===== src/rtl/bwq_pkg.sv =====
// shared constants, codes and transfer types for the buffer wait queue arbiter
package bwq_pkg;

  // table geometry
  localparam int QUEUE_DEPTH = 8;
  localparam int BLOCK_BITS  = 16;
  localparam int FIELD_W     = 16;
  localparam int IDX_W       = (QUEUE_DEPTH > 1) ? $clog2(QUEUE_DEPTH) : 1;
  localparam int CNT_W       = $clog2(QUEUE_DEPTH + 1);
  localparam int ENTRY_W     = BLOCK_BITS + 1;

  // operation codes
  localparam logic OP_ADD  = 1'b0;
  localparam logic OP_TAKE = 1'b1;

  // wait kinds
  localparam logic KIND_ANY  = 1'b0;
  localparam logic KIND_THIS = 1'b1;

  typedef struct packed {
    logic               opcode;
    logic [FIELD_W-1:0] block_number;
    logic               wait_kind;
    logic               coin;
  } bwq_in_t;

  typedef struct packed {
    logic [FIELD_W-1:0] granted_block;
    logic               winner_kind;
    logic               found;
    logic               overflowed;
    logic               queue_empty;
  } bwq_out_t;

endpackage


===== src/rtl/buffer_wait_queue_arbiter.sv =====
// buffer wait queue arbiter: waiter table in ram, scanned one slot per cycle
// An add lands in the first empty slot, or in slot 0 when the table is full; a take
// finishes on the first pass or, with the favoured kind flipped, on a second pass.
// One command at a time; busy falls with the result strobe.
// Reset clears the per-slot valid bits and fill count at once; the receiver cannot stall.
module buffer_wait_queue_arbiter (
  input  logic              clk,
  input  logic              rst,
  input  logic              start,
  input  bwq_pkg::bwq_in_t  cmd,
  output logic              busy,
  output logic              done,
  output bwq_pkg::bwq_out_t result
);
  import bwq_pkg::*;

  typedef enum logic [1:0] {S_IDLE, S_SCAN, S_WRITE} state_t;

  state_t               state;
  logic                 op;
  logic [BLOCK_BITS-1:0] blk;
  logic                 wk;
  logic                 kind;
  logic                 second;
  logic [CNT_W-1:0]     issue_cnt;
  logic                 chk_valid;
  logic [IDX_W-1:0]     chk_idx;
  logic [IDX_W-1:0]     wr_idx;
  logic [ENTRY_W-1:0]   wr_data;
  logic                 wr_do;
  logic [BLOCK_BITS-1:0] grant;
  logic                 got;
  logic                 over;
  logic [QUEUE_DEPTH-1:0] valid;
  logic [CNT_W-1:0]     fill;
  logic [CNT_W-1:0]     fill_next;

  logic                 rd_en;
  logic [IDX_W-1:0]     rd_addr;
  logic [ENTRY_W-1:0]   rd_data;
  logic [ENTRY_W-1:0]   slot;
  logic [BLOCK_BITS-1:0] slot_blk;
  logic                 slot_kind;
  logic                 hit;
  logic                 last;
  logic [ENTRY_W-1:0]   new_entry;
  logic                 ram_we;

  assign busy = (state != S_IDLE);

  // read issue: one slot per cycle until the pass is fully issued
  assign rd_en   = (state == S_SCAN) && (issue_cnt < CNT_W'(QUEUE_DEPTH));
  assign rd_addr = issue_cnt[IDX_W-1:0];
  assign ram_we  = (state == S_WRITE) && wr_do;

  bwq_ram #(
    .WIDTH(ENTRY_W),
    .DEPTH(QUEUE_DEPTH)
  ) u_slots (
    .clk  (clk),
    .we   (ram_we),
    .waddr(wr_idx),
    .wdata(wr_data),
    .re   (rd_en),
    .raddr(rd_addr),
    .rdata(rd_data)
  );

  // slot check on the data returned for chk_idx; never-written slots read empty
  always_comb begin
    slot      = valid[chk_idx] ? rd_data : '0;
    slot_blk  = slot[BLOCK_BITS-1:0];
    slot_kind = slot[BLOCK_BITS];
    if (op == OP_ADD) begin
      hit = (slot_blk == '0);
    end else begin
      hit = (slot_blk != '0) && (slot_kind == kind) &&
            ((kind == KIND_ANY) || (slot_blk == blk));
    end
    last      = (chk_idx == IDX_W'(QUEUE_DEPTH - 1));
    new_entry = (blk == '0) ? '0 : {wk, blk};
  end

  // occupancy count after the write-back
  always_comb begin
    fill_next = fill;
    if (op == OP_ADD) begin
      if (over) begin
        if (blk == '0) begin
          fill_next = fill - CNT_W'(1);
        end
      end else if (blk != '0) begin
        fill_next = fill + CNT_W'(1);
      end
    end else if (got) begin
      fill_next = fill - CNT_W'(1);
    end
  end

  // sequencer, scan pipeline and registered result
  always_ff @(posedge clk) begin
    if (rst) begin
      state     <= S_IDLE;
      done      <= 1'b0;
      chk_valid <= 1'b0;
      valid     <= '0;
      fill      <= '0;
    end else begin
      done <= 1'b0;
      unique case (state)
        S_IDLE: begin
          if (start) begin
            op        <= cmd.opcode;
            blk       <= BLOCK_BITS'(cmd.block_number);
            wk        <= cmd.wait_kind;
            kind      <= (cmd.opcode == OP_TAKE) ? cmd.coin : KIND_ANY;
            second    <= 1'b0;
            issue_cnt <= '0;
            chk_valid <= 1'b0;
            grant     <= '0;
            got       <= 1'b0;
            over      <= 1'b0;
            wr_do     <= 1'b0;
            state     <= S_SCAN;
          end
        end
        S_SCAN: begin
          if (rd_en) begin
            issue_cnt <= issue_cnt + CNT_W'(1);
            chk_idx   <= rd_addr;
            chk_valid <= 1'b1;
          end else begin
            chk_valid <= 1'b0;
          end
          if (chk_valid) begin
            if (hit) begin
              wr_idx  <= chk_idx;
              wr_do   <= 1'b1;
              wr_data <= (op == OP_ADD) ? new_entry : '0;
              grant   <= (op == OP_ADD) ? '0 : slot_blk;
              got     <= (op == OP_TAKE);
              state   <= S_WRITE;
            end else if (last) begin
              if (op == OP_ADD) begin
                // table full: overwrite slot 0
                over    <= 1'b1;
                wr_idx  <= '0;
                wr_data <= new_entry;
                wr_do   <= 1'b1;
                state   <= S_WRITE;
              end else if (!second) begin
                // favoured kind missed: flip and rescan from slot 0
                second    <= 1'b1;
                kind      <= ~kind;
                issue_cnt <= '0;
              end else begin
                wr_do <= 1'b0;
                state <= S_WRITE;
              end
            end
          end
        end
        S_WRITE: begin
          if (wr_do) begin
            valid[wr_idx] <= 1'b1;
          end
          fill                 <= fill_next;
          result.granted_block <= FIELD_W'(grant);
          result.winner_kind   <= kind;
          result.found         <= got;
          result.overflowed    <= over;
          result.queue_empty   <= (fill_next == '0);
          done                 <= 1'b1;
          state                <= S_IDLE;
        end
        default: begin
          state <= S_IDLE;
        end
      endcase
    end
  end

  // checks on the sequencer and result
  a_done_idle: assert property (@(posedge clk) disable iff (rst)
    done |-> !busy)
    else $error("result strobe while a command is in progress");

  a_found_nonzero: assert property (@(posedge clk) disable iff (rst)
    (done && result.found) |-> (result.granted_block != '0))
    else $error("take released a waiter with block zero");

  a_over_excl: assert property (@(posedge clk) disable iff (rst)
    done |-> !(result.found && result.overflowed))
    else $error("overflow and release in one result");

  a_fill_bound: assert property (@(posedge clk) disable iff (rst)
    fill <= CNT_W'(QUEUE_DEPTH))
    else $error("occupancy count beyond table depth");

  a_accept_busy: assert property (@(posedge clk) disable iff (rst)
    (start && !busy) |=> (busy && !done))
    else $error("accepted command did not start a scan");

endmodule


===== src/rtl/bwq_ram.sv =====
// generic single write port, single read port ram with registered read
module bwq_ram #(
  parameter int WIDTH = 8,
  parameter int DEPTH = 8,
  localparam int AW = (DEPTH > 1) ? $clog2(DEPTH) : 1
) (
  input  logic             clk,
  input  logic             we,
  input  logic [AW-1:0]    waddr,
  input  logic [WIDTH-1:0] wdata,
  input  logic             re,
  input  logic [AW-1:0]    raddr,
  output logic [WIDTH-1:0] rdata
);

  logic [WIDTH-1:0] mem [DEPTH];

  // write port and registered read port
  always_ff @(posedge clk) begin
    if (we) begin
      mem[waddr] <= wdata;
    end
    if (re) begin
      rdata <= mem[raddr];
    end
  end

endmodule

===== config.mk =====
export PLATFORM = sky130hd
export DESIGN_NAME = buffer_wait_queue_arbiter
export DESIGN_NICKNAME = d
export VERILOG_FILES = /design/src/rtl/bwq_pkg.sv /design/src/rtl/buffer_wait_queue_arbiter.sv /design/src/rtl/bwq_ram.sv
export SDC_FILE = /design/constraint.sdc
export NUM_CORES = 1
export LEC_CHECK = 0
export ABC_AREA = 1
export ABC_CLOCK_PERIOD_IN_PS = 4550
export BUFFER_PORTS_ARGS = -buffer_cell sky130_fd_sc_hd__buf_2
export CAP_MARGIN = 10
export CORE_MARGIN = 2
export CORE_UTILIZATION = 40
export CTS_CLUSTER_DIAMETER = 50
export DETAILED_ROUTE_END_ITERATION = 12
export PLACE_DENSITY = 0.63
export SLEW_MARGIN = 5
export SYNTH_ARGS = -nofsm -noshare
export SYNTH_HDL_FRONTEND = slang
export SYNTH_SLANG_ARGS = --single-unit

===== constraint.sdc =====
create_clock -name clk -period 4.55 [get_ports clk]
set_input_delay 0 -clock clk [delete_from_list [all_inputs] [get_ports clk]]
set_output_delay 0 -clock clk [all_outputs]
set_load 0.02 [all_outputs]

==> flow_summary.ini <==
[sta]
relSlewSlack_pct = 25.58
period_share_pct = 77.10
hold_ws_ns = 0.1647
worst_slack_ns = 1.042
fin_skew_ns = 0.01661
drv_slew = 0
tns_ns = 0
setup_violations = 0
finalCriticalPeriod_ns = 3.508
rsz0062_at_grt = false
worst_pin_slew_ns = 1.112
fmax_mhz = 285.1
finalHoldViolations = 0

[hold_path]
hold_end = blk[4]$_DFFE_PP_
worstHoldStart = cmd[6]
min_path_type = input pin to register
hold_depth = 2

[synthesis]
synth_flop_cell = edfxtp_1
syn_avg_cell_area_um2 = 11.82
syn-num-nets = 906
synth_edf_count = 239
synth.area.top_cells = edfxtp_1, nor2_1, o21ai_0
synth.ff_latch_count = 255
synth_seq_area_share_pct = 72.02
yosys.area.top_type = edfxtp_1
yosys_warnings = 0
synth_async_sr_flop_share_pct = 0
yosysMostFrequentCell = edfxtp_1
synth_top_area_share_pct = 68.94
synthDistinctLibCells = 37
synthCells = 881
yosys-top-cells-count = edfxtp_1, nor2_1, o21ai_0
synth_area_mm2 = 0.01041

[cts]
cts_made_buffers = 28
root_buffer = clkbuf_16
cts.sinks = 255
ctsLongestPathBuffers = 3
insertion_delay_ns = 0.54
post_cts_buffers = 0
h-tree-depth = 1
path_clk_slew_ns = 0.06
post_cts_resized = 0
tritoncts = yes

[route]
vias = 6688
drc_errors = 0
viasPerCell = 5.098
firstDrtPassIters = 5
totalWireLength_um = 22160
drt_iter0_drc = 686
post_drt_wl_per_cell_um = 16.89
antenna_left = 0

[worst_setup_path]
crit_slowest_cell = a21oi_2
path_buf_inv = 2
critPathRequiredTime_ns = 4.71
worstPathArrival_ns = 3.66
crit_path_start_kind = register
reg2reg_depth = 11
critPathMaxStageDelay_ns = 0.79
crit_path_max_fanout = 28
crit_family = compound AO/OA/AOI/OAI gates
r2r_end = grant[6]$_SDFFCE_PN0P_
crit_path_end_kind = register
r2r-start = chk_idx[0]$_DFFE_PP_
path_cells = inv_2 -> nand2_1 -> nand3_1 -> nand3_4 -> nand2_1 -> inv_2 -> o41ai_1 -> nand4_1 -> o21ai_0 -> nand2_4 -> a21oi_2
critPathKind = register to register
r2r_setup_slack_ns = 1.04

[place]
dp_cells = 1239
io_buffer_count = 43
placement.cell_area_mm2 = 0.01103
hpwl_um = 13650
dp_slack_ns = 1.098
routabilityCongestion = 0.8701

[cells_and_area]
area_delta_synth_final_pct = 16.35
fin_area_mm2 = 0.01211
antennaDiodeCount = 0
final_layout_size_suffix_gt1_share_pct = 13.31
fin_cells = 1312
nets = 981

[floorplan]
start_util_pct = 40.29
dieArea_mm2 = 0.02733
pin_count = 44
die_w_um = 165.3
chipHeight_um = 165.3
coreArea_mm2 = 0.02584
rows = 59

[grt]
grt_first_pass_wirelength_um = 33800
grt_max_degree = 73
grt_usage_pct = 16.20
grt.overflow.total = 0
antenna_found_initial = 0
grt_pass1_vias = 6207

[pwr]
vdd_drop_max_mv = 0.2731
powerDensity_mw_per_mm2 = 426.7
p_leak_nw = 4.369

[run_status]
status = complete, no violations

[flow_run]
cap_violations = 0
==> worst max-delay path by stage <==
stage / startpoint / end / slack, ns / cells past startpoint
after floorplan: chk_idx[0]$_DFFE_PP_ / wr_data[0]$_DFFE_PP_ / 0.83 / 17
after global placement: chk_idx[0]$_DFFE_PP_ / grant[3]$_SDFFCE_PN0P_ / 1.25 / 11
after detailed placement: chk_idx[0]$_DFFE_PP_ / grant[5]$_SDFFCE_PN0P_ / 1.10 / 17
after CTS: chk_idx[0]$_DFFE_PP_ / grant[10]$_SDFFCE_PN0P_ / 1.10 / 11
after global routing: chk_idx[0]$_DFFE_PP_ / grant[10]$_SDFFCE_PN0P_ / 0.72 / 17
final: chk_idx[0]$_DFFE_PP_ / grant[6]$_SDFFCE_PN0P_ / 1.04 / 11
==> layout by cell type (no fill, tap or decap), types with 2 or more instances in the layout <==
cell type / n
edfxtp_1: 239
nor2_1: 190
o21ai_0: 102
inv_1: 80
nand2_1: 77
buf_2: 43
clkbuf_16: 28
dlygate4sd3_1: 22
o22ai_1: 19
nand3_1: 17
a31oi_1: 17
nand4_1: 16
dfxtp_1: 16
buf_4: 16
a21oi_1: 13
nand3_2: 10
clkbuf_1: 10
nor4_1: 6
nor3_1: 4
clkinv_2: 4
nand2_2: 3
nor3_2: 3
a21oi_2: 3
o21ai_1: 3
nand2_4: 3
clkinv_1: 3
ha_1: 3
clkinvlp_4: 3
nor2_2: 2
inv_2: 2
nand3_4: 2
xnor2_1: 2
o41ai_1: 2
or2_2: 2
xor2_1: 2
o211ai_1: 2
inv_6: 2
==> kinds of logic after synthesis <==
group,Yosys count,synth area share [%]
buf+inv,120,4.531
compound gates,163,8.510
xor+xnor,4,0.3366
fa+ha+maj,3,0.3606
simple gates,336,14.24
flops,255,72.02
==> stage by stage <==
stage	utilization [%]	power, W
after detailed placement	42.69	0.003089
after global placement	42.69	0.003083
after CTS	46.88	0.005199
final	46.88	0.005168
after global routing	46.88	0.005348
after floorplan	-	0.002964
==> final cells by class <==
class | instances | area, um^2
clock buffer | 39 | 752.0
inverter | 84 | 315.3
clock inverter | 12 | 110.1
tap | 335 | 419.2
timing repair buffer | 81 | 555.5
fill | 2309 | 13730
sequential | 255 | 7497
multi-input combinational | 506 | 2462
==> sequential cells by signal, summed over array words and instances (netlist names), 8 cells and up <==
signal	cells
u_slots.mem	136
result	20
u_slots.rdata	17
wr_data	17
blk	16
grant	16
valid	8
==> power breakdown <==
part / leakage (nW) / switching [W] / internal [W]
Sequential: 2.30 / 0.0000418 / 0.00262
Combinational: 1.66 / 0.000268 / 0.000125
Clock: 0.412 / 0.000897 / 0.00122
==> timing repair <==
| action | CTS | global route |
|---|---|---|
| endpoints found under the hold margin | 33 | 0 |
| endpoints found under the setup margin | 0 | 0 |
| hold buffers | 22 | 0 |
==> worst reg2reg max path, stage by stage (launching register included) <==
cell      delay (ns)
edfxtp_1        0.46
inv_2           0.14
nand2_1         0.06
nand3_1         0.11
nand3_4         0.30
nand2_1         0.30
inv_2           0.10
o41ai_1         0.07
nand4_1         0.21
o21ai_0         0.43
nand2_4         0.16
a21oi_2         0.79
==> per-layer routing <==
metal	vias up	global-route usage [%]	wire length, um
li1	3247	-	-
met1	3233	22.16	10010
met2	168	27.12	10620
met3	40	2.348	986
met4	0	4.624	540
met5	-	0	0
Power figures use the tool's default switching activity.
